--- config.mk ---
export PLATFORM = sky130hd
export DESIGN_NAME = http2_frame_deframer_flat
export DESIGN_NICKNAME = d
export VERILOG_FILES = /design/src/rtl/hfd_pkg.sv /design/src/rtl/hfd_ifs.sv /design/src/rtl/hfd_front.sv /design/src/rtl/hfd_queue.sv /design/src/rtl/http2_frame_deframer.sv /design/src/flat_wrapper.sv
export SDC_FILE = /design/constraint.sdc
export NUM_CORES = 1
export LEC_CHECK = 0
export ABC_CLOCK_PERIOD_IN_PS = 16650
export BUFFER_PORTS_ARGS = -buffer_cell sky130_fd_sc_hd__buf_2
export CELL_PAD_IN_SITES_DETAIL_PLACEMENT = 1
export CELL_PAD_IN_SITES_GLOBAL_PLACEMENT = 2
export CORE_UTILIZATION = 48
export DETAILED_ROUTE_END_ITERATION = 10
export PLACE_DENSITY = 0.95
export REMOVE_ABC_BUFFERS = 1
export SYNTH_ARGS = -nofsm -noshare
export SYNTH_HDL_FRONTEND = slang
export SYNTH_SLANG_ARGS = --single-unit
--- constraint.sdc ---
create_clock -name clk -period 16.65 [get_ports clk]
set_input_delay 3.33 -clock clk [delete_from_list [all_inputs] [get_ports clk]]
set_output_delay 3.33 -clock clk [all_outputs]
set_load 0.05 [all_outputs]
--- src/rtl/hfd_pkg.sv ---
// ----------------------------------------------------------------------------
// hfd_pkg
// Shared types, constants and helpers for the HTTP/2 frame deframer.
// ----------------------------------------------------------------------------
package hfd_pkg;

    localparam logic [30:0] MASK31   = 31'h7FFF_FFFF;
    localparam logic [31:0] MFS_MIN  = 32'h0000_4000;
    localparam logic [31:0] MFS_MAX  = 32'h00FF_FFFF;
    localparam logic [7:0]  TYPE_MAX = 8'h09;

    localparam int FLAG_PADDED_BIT = 3;
    localparam int FLAG_PRIO_BIT   = 5;

    localparam int Q_DEPTH = 4;
    localparam int Q_AW    = $clog2(Q_DEPTH);

    // frame types
    localparam logic [7:0] FT_DATA     = 8'd0;
    localparam logic [7:0] FT_HEADERS  = 8'd1;
    localparam logic [7:0] FT_PRIORITY = 8'd2;
    localparam logic [7:0] FT_RST      = 8'd3;
    localparam logic [7:0] FT_SETTINGS = 8'd4;
    localparam logic [7:0] FT_PROMISE  = 8'd5;
    localparam logic [7:0] FT_PING     = 8'd6;
    localparam logic [7:0] FT_GOAWAY   = 8'd7;
    localparam logic [7:0] FT_WINDOW   = 8'd8;

    localparam logic [15:0] SET_MAX_FRAME_SIZE = 16'd5;

    // result kinds
    localparam logic [2:0] K_HEADER  = 3'd0;
    localparam logic [2:0] K_CONTENT = 3'd1;
    localparam logic [2:0] K_PRIO    = 3'd2;
    localparam logic [2:0] K_SETTING = 3'd3;
    localparam logic [2:0] K_ID      = 3'd4;
    localparam logic [2:0] K_ERRCODE = 3'd5;
    localparam logic [2:0] K_PING    = 3'd6;
    localparam logic [2:0] K_END     = 3'd7;

    // status codes
    localparam logic [1:0] ST_OK      = 2'd0;
    localparam logic [1:0] ST_UNKNOWN = 2'd1;
    localparam logic [1:0] ST_BADLEN  = 2'd2;
    localparam logic [1:0] ST_BADPAD  = 2'd3;

    typedef enum logic [3:0] {
        PH_HDR, PH_PADLEN, PH_PRIO, PH_PROMISE, PH_CONTENT, PH_PAD,
        PH_PRIOFRAME, PH_RST, PH_SETTINGS, PH_PING, PH_GOAWAY, PH_WINDOW,
        PH_DRAIN_LEN, PH_DRAIN_PAD, PH_IGNORE
    } phase_t;

    typedef struct packed {
        logic [2:0]  kind;
        logic [7:0]  frame_type;
        logic [7:0]  flags;
        logic [23:0] length;
        logic [30:0] sid;
        logic        top_bit;
        logic [63:0] word;
        logic [15:0] aux;
        logic [1:0]  status;
        logic        frame_end;
    } result_t;

    // x mod 6 for x below 384, by restoring subtraction
    function automatic logic [2:0] mod6(input logic [8:0] x);
        logic [8:0] v;
        v = x;
        if (v >= 9'd192) v = v - 9'd192;
        if (v >= 9'd96)  v = v - 9'd96;
        if (v >= 9'd48)  v = v - 9'd48;
        if (v >= 9'd24)  v = v - 9'd24;
        if (v >= 9'd12)  v = v - 9'd12;
        if (v >= 9'd6)   v = v - 9'd6;
        return v[2:0];
    endfunction

    // bytes of fixed fields ahead of the content
    function automatic logic [2:0] fixed_need(input logic [7:0] t, input logic [7:0] f);
        logic [2:0] n;
        n = 3'd0;
        if (t == FT_HEADERS && f[FLAG_PRIO_BIT]) n = 3'd5;
        else if (t == FT_PROMISE)               n = 3'd4;
        return n;
    endfunction

endpackage

--- src/rtl/hfd_ifs.sv ---
// ----------------------------------------------------------------------------
// hfd_ifs
// Valid/ready channels: received bytes in, parsed results out.
// ----------------------------------------------------------------------------
interface hfd_byte_if;
    logic       valid;
    logic       ready;
    logic [7:0] in_byte;
    modport source (output valid, output in_byte, input ready);
    modport sink   (input valid, input in_byte, output ready);
endinterface

interface hfd_result_if;
    logic        valid;
    logic        ready;
    logic [2:0]  out_kind;
    logic [7:0]  out_frame_type;
    logic [7:0]  out_flags;
    logic [23:0] out_length;
    logic [30:0] out_stream_id;
    logic        out_top_bit;
    logic [63:0] out_word;
    logic [15:0] out_aux;
    logic [1:0]  out_status;
    logic        out_frame_end;
    modport source (output valid, output out_kind, output out_frame_type,
                    output out_flags, output out_length, output out_stream_id,
                    output out_top_bit, output out_word, output out_aux,
                    output out_status, output out_frame_end, input ready);
    modport sink   (input valid, input out_kind, input out_frame_type,
                    input out_flags, input out_length, input out_stream_id,
                    input out_top_bit, input out_word, input out_aux,
                    input out_status, input out_frame_end, output ready);
endinterface

--- src/rtl/hfd_front.sv ---
// ----------------------------------------------------------------------------
// hfd_front
// Byte parser: collects the frame header, walks the payload and builds at
// most one result per accepted byte.
// ----------------------------------------------------------------------------
module hfd_front
    import hfd_pkg::*;
(
    input  logic        clk,
    input  logic        rst_n,
    input  logic        accept,
    input  logic [7:0]  in_byte,
    output logic        have,
    output result_t     res
);

    phase_t      phase_reg, phase_next;
    logic [3:0]  hidx_reg, hidx_next;
    logic [7:0]  type_reg, type_next;
    logic [7:0]  flags_reg, flags_next;
    logic        hres_reg, hres_next;
    logic [30:0] sid_reg, sid_next;
    logic [23:0] len_reg, len_next;
    logic [2:0]  lmod_reg, lmod_next;
    logic [23:0] pcnt_reg, pcnt_next;
    logic [7:0]  pad_reg, pad_next;
    logic [63:0] acc_reg, acc_next;
    logic [3:0]  fidx_reg, fidx_next;
    logic        halted_reg, halted_next;

    logic [23:0] pc1;
    logic [63:0] acc1;
    logic [3:0]  fi1;
    logic [2:0]  need;
    logic [23:0] rem;
    logic        at_end;
    logic        hdr_last;
    logic [24:0] used_fix;
    logic [24:0] used_pad;

    // shared decode
    assign pc1      = pcnt_reg + 24'd1;
    assign acc1     = {acc_reg[55:0], in_byte};
    assign fi1      = fidx_reg + 4'd1;
    assign need     = fixed_need(type_reg, flags_reg);
    assign rem      = len_reg - pc1;
    assign at_end   = (pc1 == len_reg);
    assign hdr_last = (hidx_reg == 4'd8);
    assign used_fix = {1'b0, pc1} + {17'd0, pad_reg};
    assign used_pad = {1'b0, pc1} + {17'd0, in_byte};

    // header register update
    always_comb
    begin
        type_next  = type_reg;
        flags_next = flags_reg;
        hres_next  = hres_reg;
        sid_next   = sid_reg;
        len_next   = len_reg;
        lmod_next  = lmod_reg;
        if (phase_reg == PH_HDR)
        begin
            case (hidx_reg)
                4'd0:
                begin
                    len_next  = {16'd0, in_byte};
                    lmod_next = mod6({1'b0, in_byte});
                end
                4'd1, 4'd2:
                begin
                    len_next  = {len_reg[15:0], in_byte};
                    lmod_next = mod6({4'd0, lmod_reg, 2'd0} + {1'b0, in_byte});
                end
                4'd3: type_next  = in_byte;
                4'd4: flags_next = in_byte;
                4'd5:
                begin
                    hres_next       = in_byte[7];
                    sid_next[30:24] = in_byte[6:0];
                end
                4'd6: sid_next[23:16] = in_byte;
                4'd7: sid_next[15:8]  = in_byte;
                4'd8: sid_next[7:0]   = in_byte;
                default: ;
            endcase
        end
    end

    // next parse state
    always_comb
    begin
        phase_t pnew;
        logic [2:0] nd;
        pnew        = phase_reg;
        nd          = fixed_need(type_next, flags_next);
        hidx_next   = hidx_reg;
        pcnt_next   = pcnt_reg;
        pad_next    = pad_reg;
        acc_next    = acc_reg;
        fidx_next   = fidx_reg;
        halted_next = halted_reg;
        if (phase_reg == PH_HDR)
        begin
            hidx_next = hidx_reg + 4'd1;
            if (hdr_last)
            begin
                hidx_next = 4'd0;
                pcnt_next = 24'd0;
                pad_next  = 8'd0;
                acc_next  = 64'd0;
                fidx_next = 4'd0;
                if (type_next > TYPE_MAX)
                    halted_next = 1'b1;
                else
                begin
                    case (type_next)
                        FT_DATA, FT_HEADERS, FT_PROMISE:
                        begin
                            if (flags_next[FLAG_PADDED_BIT])
                                pnew = (len_next == 24'd0) ? PH_DRAIN_LEN : PH_PADLEN;
                            else if (len_next < {21'd0, nd})
                                pnew = PH_DRAIN_LEN;
                            else if (nd == 3'd5)
                                pnew = PH_PRIO;
                            else if (nd == 3'd4)
                                pnew = PH_PROMISE;
                            else
                                pnew = PH_CONTENT;
                        end
                        FT_PRIORITY: pnew = (len_next == 24'd5) ? PH_PRIOFRAME : PH_DRAIN_LEN;
                        FT_RST:      pnew = (len_next == 24'd4) ? PH_RST : PH_DRAIN_LEN;
                        FT_SETTINGS: pnew = (lmod_next == 3'd0) ? PH_SETTINGS : PH_DRAIN_LEN;
                        FT_PING:     pnew = (len_next >= 24'd8) ? PH_PING : PH_DRAIN_LEN;
                        FT_GOAWAY:   pnew = (len_next >= 24'd8) ? PH_GOAWAY : PH_DRAIN_LEN;
                        FT_WINDOW:   pnew = (len_next >= 24'd4) ? PH_WINDOW : PH_DRAIN_LEN;
                        default:     pnew = PH_CONTENT;
                    endcase
                end
            end
        end
        else
        begin
            pcnt_next = pc1;
            acc_next  = acc1;
            fidx_next = fi1;
            case (phase_reg)
                PH_PADLEN:
                begin
                    pad_next  = in_byte;
                    acc_next  = 64'd0;
                    fidx_next = 4'd0;
                    if (rem < {21'd0, need})
                        pnew = PH_DRAIN_LEN;
                    else if ({16'd0, in_byte} > rem - {21'd0, need})
                        pnew = PH_DRAIN_PAD;
                    else if (need == 3'd5)
                        pnew = PH_PRIO;
                    else if (need == 3'd4)
                        pnew = PH_PROMISE;
                    else
                        pnew = (used_pad < {1'b0, len_reg}) ? PH_CONTENT : PH_PAD;
                end
                PH_PRIO, PH_PRIOFRAME:
                    if (fi1 == 4'd5)
                    begin
                        acc_next  = 64'd0;
                        fidx_next = 4'd0;
                        if (phase_reg == PH_PRIO)
                            pnew = (used_fix < {1'b0, len_reg}) ? PH_CONTENT : PH_PAD;
                    end
                PH_PROMISE, PH_WINDOW:
                    if (fi1 == 4'd4)
                    begin
                        acc_next  = 64'd0;
                        fidx_next = 4'd0;
                        if (phase_reg == PH_PROMISE)
                            pnew = (used_fix < {1'b0, len_reg}) ? PH_CONTENT : PH_PAD;
                        else
                            pnew = PH_IGNORE;
                    end
                PH_RST:
                    if (fi1 == 4'd4)
                    begin
                        acc_next  = 64'd0;
                        fidx_next = 4'd0;
                    end
                PH_SETTINGS:
                    if (fi1 == 4'd6)
                    begin
                        acc_next  = 64'd0;
                        fidx_next = 4'd0;
                    end
                PH_PING:
                    if (fi1 == 4'd8)
                    begin
                        acc_next  = 64'd0;
                        fidx_next = 4'd0;
                        pnew      = PH_IGNORE;
                    end
                PH_GOAWAY:
                    if (fi1 == 4'd8)
                    begin
                        acc_next  = 64'd0;
                        fidx_next = 4'd0;
                        pnew = (used_fix < {1'b0, len_reg}) ? PH_CONTENT : PH_PAD;
                    end
                PH_CONTENT:
                begin
                    acc_next  = 64'd0;
                    fidx_next = 4'd0;
                    if (used_fix >= {1'b0, len_reg})
                        pnew = PH_PAD;
                end
                default:
                begin
                    acc_next  = 64'd0;
                    fidx_next = 4'd0;
                end
            endcase
            if (at_end)
            begin
                acc_next  = 64'd0;
                fidx_next = 4'd0;
            end
        end
        phase_next = pnew;
    end

    // result fields
    always_comb
    begin
        logic [2:0]  kind;
        logic        top;
        logic [63:0] word;
        logic [15:0] aux;
        logic        got;
        logic [1:0]  st;
        logic        fend;
        kind = K_HEADER;
        top  = hres_next;
        word = 64'd0;
        aux  = 16'd0;
        got  = 1'b0;
        st   = ST_OK;
        fend = 1'b0;
        if (phase_reg == PH_HDR)
        begin
            got = hdr_last;
            if (type_next > TYPE_MAX)
            begin
                st   = ST_UNKNOWN;
                fend = 1'b1;
            end
            else if (len_next == 24'd0)
            begin
                st   = (phase_next == PH_DRAIN_LEN) ? ST_BADLEN : ST_OK;
                fend = 1'b1;
            end
        end
        else
        begin
            case (phase_reg)
                PH_PRIO, PH_PRIOFRAME:
                    if (fi1 == 4'd5)
                    begin
                        kind = K_PRIO;
                        got  = 1'b1;
                        top  = acc1[39];
                        word = {33'd0, acc1[38:8]};
                        aux  = {8'd0, acc1[7:0]};
                    end
                PH_PROMISE, PH_WINDOW:
                    if (fi1 == 4'd4)
                    begin
                        kind = K_ID;
                        got  = 1'b1;
                        top  = acc1[31];
                        word = {33'd0, acc1[30:0]};
                    end
                PH_RST:
                    if (fi1 == 4'd4)
                    begin
                        kind = K_ERRCODE;
                        got  = 1'b1;
                        word = {32'd0, acc1[31:0]};
                    end
                PH_SETTINGS:
                    if (fi1 == 4'd6)
                    begin
                        kind = K_SETTING;
                        got  = 1'b1;
                        aux  = acc1[47:32];
                        word = {32'd0, acc1[31:0]};
                        if (aux == SET_MAX_FRAME_SIZE)
                        begin
                            if (acc1[31:0] < MFS_MIN)
                                word = {32'd0, MFS_MIN};
                            else if (acc1[31:0] > MFS_MAX)
                                word = {32'd0, MFS_MAX};
                        end
                    end
                PH_PING:
                    if (fi1 == 4'd8)
                    begin
                        kind = K_PING;
                        got  = 1'b1;
                        word = acc1;
                    end
                PH_GOAWAY:
                    if (fi1 == 4'd4)
                    begin
                        kind = K_ID;
                        got  = 1'b1;
                        top  = acc1[31];
                        word = {33'd0, acc1[30:0]};
                    end
                    else if (fi1 == 4'd8)
                    begin
                        kind = K_ERRCODE;
                        got  = 1'b1;
                        word = {32'd0, acc1[31:0]};
                    end
                PH_CONTENT:
                begin
                    kind = K_CONTENT;
                    got  = 1'b1;
                    aux  = {8'd0, in_byte};
                end
                default: ;
            endcase
            if (at_end)
            begin
                fend = 1'b1;
                st   = (phase_next == PH_DRAIN_LEN) ? ST_BADLEN :
                       (phase_next == PH_DRAIN_PAD) ? ST_BADPAD : ST_OK;
                if (!got)
                begin
                    kind = K_END;
                    top  = hres_next;
                end
                got = 1'b1;
            end
        end
        have           = got && !halted_reg;
        res.kind       = kind;
        res.frame_type = type_next;
        res.flags      = flags_next;
        res.length     = len_next;
        res.sid        = sid_next;
        res.top_bit    = top;
        res.word       = word;
        res.aux        = aux;
        res.status     = st;
        res.frame_end  = fend;
    end

    // control state
    always_ff @(posedge clk or negedge rst_n)
    begin
        if (!rst_n)
        begin
            phase_reg  <= PH_HDR;
            hidx_reg   <= 4'd0;
            pcnt_reg   <= 24'd0;
            pad_reg    <= 8'd0;
            acc_reg    <= 64'd0;
            fidx_reg   <= 4'd0;
            halted_reg <= 1'b0;
            type_reg   <= 8'd0;
            flags_reg  <= 8'd0;
            hres_reg   <= 1'b0;
            sid_reg    <= 31'd0;
            len_reg    <= 24'd0;
            lmod_reg   <= 3'd0;
        end
        else if (accept && !halted_reg)
        begin
            phase_reg  <= (at_end && phase_reg != PH_HDR) ||
                          (hdr_last && phase_reg == PH_HDR && len_next == 24'd0)
                          ? PH_HDR : phase_next;
            hidx_reg   <= hidx_next;
            pcnt_reg   <= pcnt_next;
            pad_reg    <= pad_next;
            acc_reg    <= acc_next;
            fidx_reg   <= fidx_next;
            halted_reg <= halted_next;
            type_reg   <= type_next;
            flags_reg  <= flags_next;
            hres_reg   <= hres_next;
            sid_reg    <= sid_next;
            len_reg    <= len_next;
            lmod_reg   <= lmod_next;
        end
    end

endmodule

--- src/rtl/hfd_queue.sv ---
// ----------------------------------------------------------------------------
// hfd_queue
// Short result queue between the parser and the output channel.
// ----------------------------------------------------------------------------
module hfd_queue
    import hfd_pkg::*;
(
    input  logic    clk,
    input  logic    rst_n,
    input  logic    push,
    input  result_t push_data,
    output logic    full,
    input  logic    pop,
    output logic    not_empty,
    output result_t head
);

    result_t         mem_reg [Q_DEPTH];
    logic [Q_AW-1:0] wr_reg, rd_reg;
    logic [Q_AW:0]   cnt_reg;

    assign full      = (cnt_reg == (Q_AW+1)'(Q_DEPTH));
    assign not_empty = (cnt_reg != '0);
    assign head      = mem_reg[rd_reg];

    // storage
    always_ff @(posedge clk)
    begin
        if (push)
            mem_reg[wr_reg] <= push_data;
    end

    // pointers and fill count
    always_ff @(posedge clk or negedge rst_n)
    begin
        if (!rst_n)
        begin
            wr_reg  <= '0;
            rd_reg  <= '0;
            cnt_reg <= '0;
        end
        else
        begin
            if (push)
                wr_reg <= wr_reg + 1'b1;
            if (pop)
                rd_reg <= rd_reg + 1'b1;
            if (push && !pop)
                cnt_reg <= cnt_reg + 1'b1;
            else if (pop && !push)
                cnt_reg <= cnt_reg - 1'b1;
        end
    end

endmodule

--- src/rtl/http2_frame_deframer.sv ---
// ----------------------------------------------------------------------------
// http2_frame_deframer
// HTTP/2 frame deframer: bytes in, header, field and content results out.
// ----------------------------------------------------------------------------
// One byte is taken every clock while the four-entry result queue has room;
// each byte is parsed in the cycle it is accepted and gives zero or one
// result, which waits in the queue until the output side takes it. The
// parse is a single register stage, so throughput is one byte per cycle and
// results are registered in the queue. After the header of an unknown type,
// no new result is made until reset; bytes are still consumed.
module http2_frame_deframer
    import hfd_pkg::*;
(
    input  logic  clk,
    input  logic  rst_n,
    hfd_byte_if.sink     stream,
    hfd_result_if.source frames
);

    logic    q_full, q_ne, accept, have, pop;
    result_t res, head;

    assign stream.ready = !q_full;
    assign accept       = stream.valid && !q_full;
    assign pop          = frames.valid && frames.ready;

    hfd_front u_front (
        .clk     (clk),
        .rst_n   (rst_n),
        .accept  (accept),
        .in_byte (stream.in_byte),
        .have    (have),
        .res     (res)
    );

    hfd_queue u_queue (
        .clk       (clk),
        .rst_n     (rst_n),
        .push      (accept && have),
        .push_data (res),
        .full      (q_full),
        .pop       (pop),
        .not_empty (q_ne),
        .head      (head)
    );

    // output channel
    assign frames.valid          = q_ne;
    assign frames.out_kind       = head.kind;
    assign frames.out_frame_type = head.frame_type;
    assign frames.out_flags      = head.flags;
    assign frames.out_length     = head.length;
    assign frames.out_stream_id  = head.sid;
    assign frames.out_top_bit    = head.top_bit;
    assign frames.out_word       = head.word;
    assign frames.out_aux        = head.aux;
    assign frames.out_status     = head.status;
    assign frames.out_frame_end  = head.frame_end;

endmodule

--- src/flat_wrapper.sv ---
// flat-port wrapper written by rule: the top's interface ports become plain ports
module http2_frame_deframer_flat import hfd_pkg::*;
  (clk, rst_n, stream_valid, stream_in_byte, stream_ready, frames_valid, frames_out_kind, frames_out_frame_type, frames_out_flags, frames_out_length, frames_out_stream_id, frames_out_top_bit, frames_out_word, frames_out_aux, frames_out_status, frames_out_frame_end, frames_ready);
  hfd_byte_if stream_i ();
  hfd_result_if frames_i ();
  input  logic clk;
  input  logic rst_n;
  input wire logic [$bits(stream_i.valid)-1:0] stream_valid;
  input wire logic [$bits(stream_i.in_byte)-1:0] stream_in_byte;
  output wire logic [$bits(stream_i.ready)-1:0] stream_ready;
  output wire logic [$bits(frames_i.valid)-1:0] frames_valid;
  output wire logic [$bits(frames_i.out_kind)-1:0] frames_out_kind;
  output wire logic [$bits(frames_i.out_frame_type)-1:0] frames_out_frame_type;
  output wire logic [$bits(frames_i.out_flags)-1:0] frames_out_flags;
  output wire logic [$bits(frames_i.out_length)-1:0] frames_out_length;
  output wire logic [$bits(frames_i.out_stream_id)-1:0] frames_out_stream_id;
  output wire logic [$bits(frames_i.out_top_bit)-1:0] frames_out_top_bit;
  output wire logic [$bits(frames_i.out_word)-1:0] frames_out_word;
  output wire logic [$bits(frames_i.out_aux)-1:0] frames_out_aux;
  output wire logic [$bits(frames_i.out_status)-1:0] frames_out_status;
  output wire logic [$bits(frames_i.out_frame_end)-1:0] frames_out_frame_end;
  input wire logic [$bits(frames_i.ready)-1:0] frames_ready;
  assign stream_i.valid = stream_valid;
  assign stream_i.in_byte = stream_in_byte;
  assign stream_ready = stream_i.ready;
  assign frames_valid = frames_i.valid;
  assign frames_out_kind = frames_i.out_kind;
  assign frames_out_frame_type = frames_i.out_frame_type;
  assign frames_out_flags = frames_i.out_flags;
  assign frames_out_length = frames_i.out_length;
  assign frames_out_stream_id = frames_i.out_stream_id;
  assign frames_out_top_bit = frames_i.out_top_bit;
  assign frames_out_word = frames_i.out_word;
  assign frames_out_aux = frames_i.out_aux;
  assign frames_out_status = frames_i.out_status;
  assign frames_out_frame_end = frames_i.out_frame_end;
  assign frames_i.ready = frames_ready;
  http2_frame_deframer u_core (.clk(clk), .rst_n(rst_n), .stream(stream_i), .frames(frames_i));
endmodule
==> impl_metrics.json <==
{
  "ys_warn_count": 0,
  "path_max_fanout": 19,
  "multi_input_area_sq_mm": 0.01477,
  "drtIter0Drc": 2627,
  "avgSynthCellArea_sq_um": 13.42,
  "die_h_microns": 287.8,
  "port_buffers": 171,
  "layout_common_cells": "632 x edfxtp_1, 351 x nand2_1, 194 x o21ai_0",
  "critPathLaunchType": "input port",
  "power_leakage_uw": 0.01646,
  "viasPerCell": 6.402,
  "grt_max_degree": 107,
  "area_delta_synth_final_pct": 12.87,
  "drc": 36,
  "design_area_sq_mm": 0.04424,
  "cts.sinks": 815,
  "grt_pass1_vias": 28393,
  "slowest_stage": "or4_4",
  "violations": "DRC",
  "fin_tns_setup_ns": 0,
  "synth_seq_cells": 815,
  "synthArstFlopShare_pct": 22.45,
  "netlist_instances": 2920,
  "critPathRequiredTime_ns": 17.10,
  "fin_crit_sh_pct": 67.23,
  "synth_top_flop_cell": "edfxtp_1",
  "seq_area_frac_synth_pct": 60.10,
  "core-area_sq_mm": 0.08068,
  "slew_viol_final": 0,
  "num_vias": 26948,
  "cts_tree": "yes",
  "worst_slack_ns": 5.455,
  "rsz0062_at_grt": "no",
  "ys_types": 106,
  "antennaDiodeCount": 0,
  "status": "complete, but fails checks",
  "synth_top_area_cell": "edfxtp_1",
  "setup_viol": 0,
  "max_stage_delay_ns": 0.59,
  "clock_skew_ns": 0.04782,
  "start_util_pct": 48.59,
  "place.detailed.hpwl_mm": 76.00,
  "globalRouteTotalUtil_pct": 28.55,
  "firstDrtPassIters": 8,
  "clk_pin_slew_worst_paths_ns": 0.06,
  "synth_top_area_share_pct": 48.41,
  "insertion_delay_ns": 0.66,
  "die_area_sq_mm": 0.08281,
  "power_density_mw_per_mm2": 215.3,
  "min_path_type": "flip-flop to flip-flop",
  "fmaxAchievable_ghz": 0.08933,
  "synth_area_sq_mm": 0.03920,
  "die_x_microns": 287.8,
  "ant_nets": 0,
  "gp_congestion": 0.9157,
  "n_fill_cell": 7973,
  "synth_edf_count": 632,
  "routedWlPerCell_microns": 28.17,
  "synthTopCellsByArea": "edfxtp_1 48%, dfrtp_1 12%, mux4_2 9.1%",
  "grt_first_pass_wirelength_mm": 178.5,
  "layout_commonest_cell": "edfxtp_1",
  "min_period_ns": 11.19,
  "place_area_sq_mm": 0.04124,
  "cts_repair_resize_count": 0,
  "nets": 3222,
  "peakVddDrop_uv": 119.4,
  "worst_slew_pin_slew_ns": 1.179,
  "seqCellArea_sq_mm": 0.02357,
  "layout-drive-gt1-share_pct": 18.42,
  "numCtsBuffers": 84,
  "postCtsSetupBuffers": 0,
  "path_common_cell": "ha_1",
  "relSlewSlack_pct": 20.87,
  "rows": 104,
  "routed_wirelength_mm": 118.6,
  "antenna_found_initial": 2,
  "hold_viol_final": 0,
  "post-place-ws_ns": 4.919,
  "crit_type": "input port to flip-flop",
  "grt_remaining_overflow": 0,
  "max_cap_viol_count": 0,
  "worstPathArrival_ns": 11.64,
  "largest_reg_flops": 632,
  "cts-hold-fix-buffers": 0,
  "cts.path.max_buffers": 3,
  "cts_root_buffer": "clkbuf_16",
  "io_pins": 172,
  "endpoint_kind": "flip-flop",
  "htreeDepth": 3
}
## area by class of cell
cell class	count	area share, %
Timing Repair Buffer	209	2.627
Multi-Input combinational cell	1859	33.39
Clock buffer	113	5.178
Sequential cell	815	53.26
Tap cell	1060	2.998
Clock inverter	43	1.612
Inverter	110	0.9332
## path summary, 6_finish.rpt
check	startpoint	end	slack, ns	cells past startpoint
setup / recovery	stream_in_byte[2]	u_core.u_queue.mem_reg[1][2]$_DFFE_PP_	5.46	35
hold / removal	u_core.u_front.sid_reg[29]$_DFFE_PN0P_	u_core.u_front.sid_reg[29]$_DFFE_PN0P_	0.48	2
setup reg to reg	u_core.u_front.lmod_reg[0]$_DFFE_PN0P_	u_core.u_queue.mem_reg[1][2]$_DFFE_PP_	8.29	33
hold reg to reg	u_core.u_front.sid_reg[29]$_DFFE_PN0P_	u_core.u_front.sid_reg[29]$_DFFE_PN0P_	0.48	2
max in group asynchronous	rst_n	u_core.u_queue.rd_reg[0]$_DFFE_PN0P_	12.48	2
min in group asynchronous	rst_n	u_core.u_front.len_reg[11]$_DFFE_PN0P_	2.63	1
## where the power goes
part / switching [uW] / internal [uW] / leakage (uW)
clock network: 840 / 1220 / 0.00145
registers: 265 / 2660 / 0.00827
logic: 3090 / 1450 / 0.00675
total: 4200 / 5330 / 0.0165
## metal layers
metal | vias up | global-route usage, % | part of all wire, %
met5 | - | 0 | 0.0059
met4 | 2 | 9.312 | 3.1
met3 | 216 | 3.756 | 6.2
met2 | 1142 | 48.84 | 50
met1 | 14073 | 37.69 | 41
li1 | 11515 | - | -
## critical path: cells and delay by family
family | cells | cell delay [ns]
buffers and inverters | 5 | 0.73
xor gates and xnor gates | 1 | 0.16
AOI/OAI and AO/OA | 11 | 2.37
and+or+nand+nor | 11 | 2.93
adders and majority gates | 6 | 1.80
muxes | 1 | 0.28
## through the flow
step | cells | hold WS [ns] | power, uW | util, %
after floorplan | 2784 | 0.4332 | 6265 | -
after global placement | 4053 | 0.4574 | 7228 | 51.12
after detailed placement | 4053 | 0.4663 | 7419 | 51.12
after CTS | 4209 | 0.4845 | 9527 | 54.84
after global routing | 4209 | 0.5133 | 9941 | 54.84
final | 4209 | 0.4831 | 9526 | 54.84
## cells in the mapped netlist (all sizes together), types with 7 or more instances
cell       n
edfxtp   632
a21o      37
nor4      21
buf       44
nor3b     11
nand4     22
nand3     45
o21bai     8
and2      53
xor2      31
nand2    351
or4       10
nor2b     20
or2       15
inv      109
nand2b    15
and3       9
a211oi    24
o211ai    19
mux2      21
ha       126
o2111ai   10
o21ai    203
or3       15
mux2i     14
xnor2     62
o22ai     11
a21oi     90
nor3      38
nor2     145
o31ai     18
dfrtp    183
o21a      21
mux4     158
a31oi     20
a221o     23
a22o      72
clkbuf    92
a2111oi    7
## cells by family (layout without fill, tap and decap cells)
kind of cell / count (synthesis) / in the layout / share of synthesized area (%)
buf+inv: 246 / 475 / 2.400
simple gates: 794 / 794 / 9.569
xor+xnor: 93 / 93 / 2.126
mux: 193 / 193 / 10.07
flops: 815 / 815 / 60.10
compound gates: 648 / 648 / 11.46
fa+ha+maj: 131 / 131 / 4.277
Power figures use the tool's default switching activity.
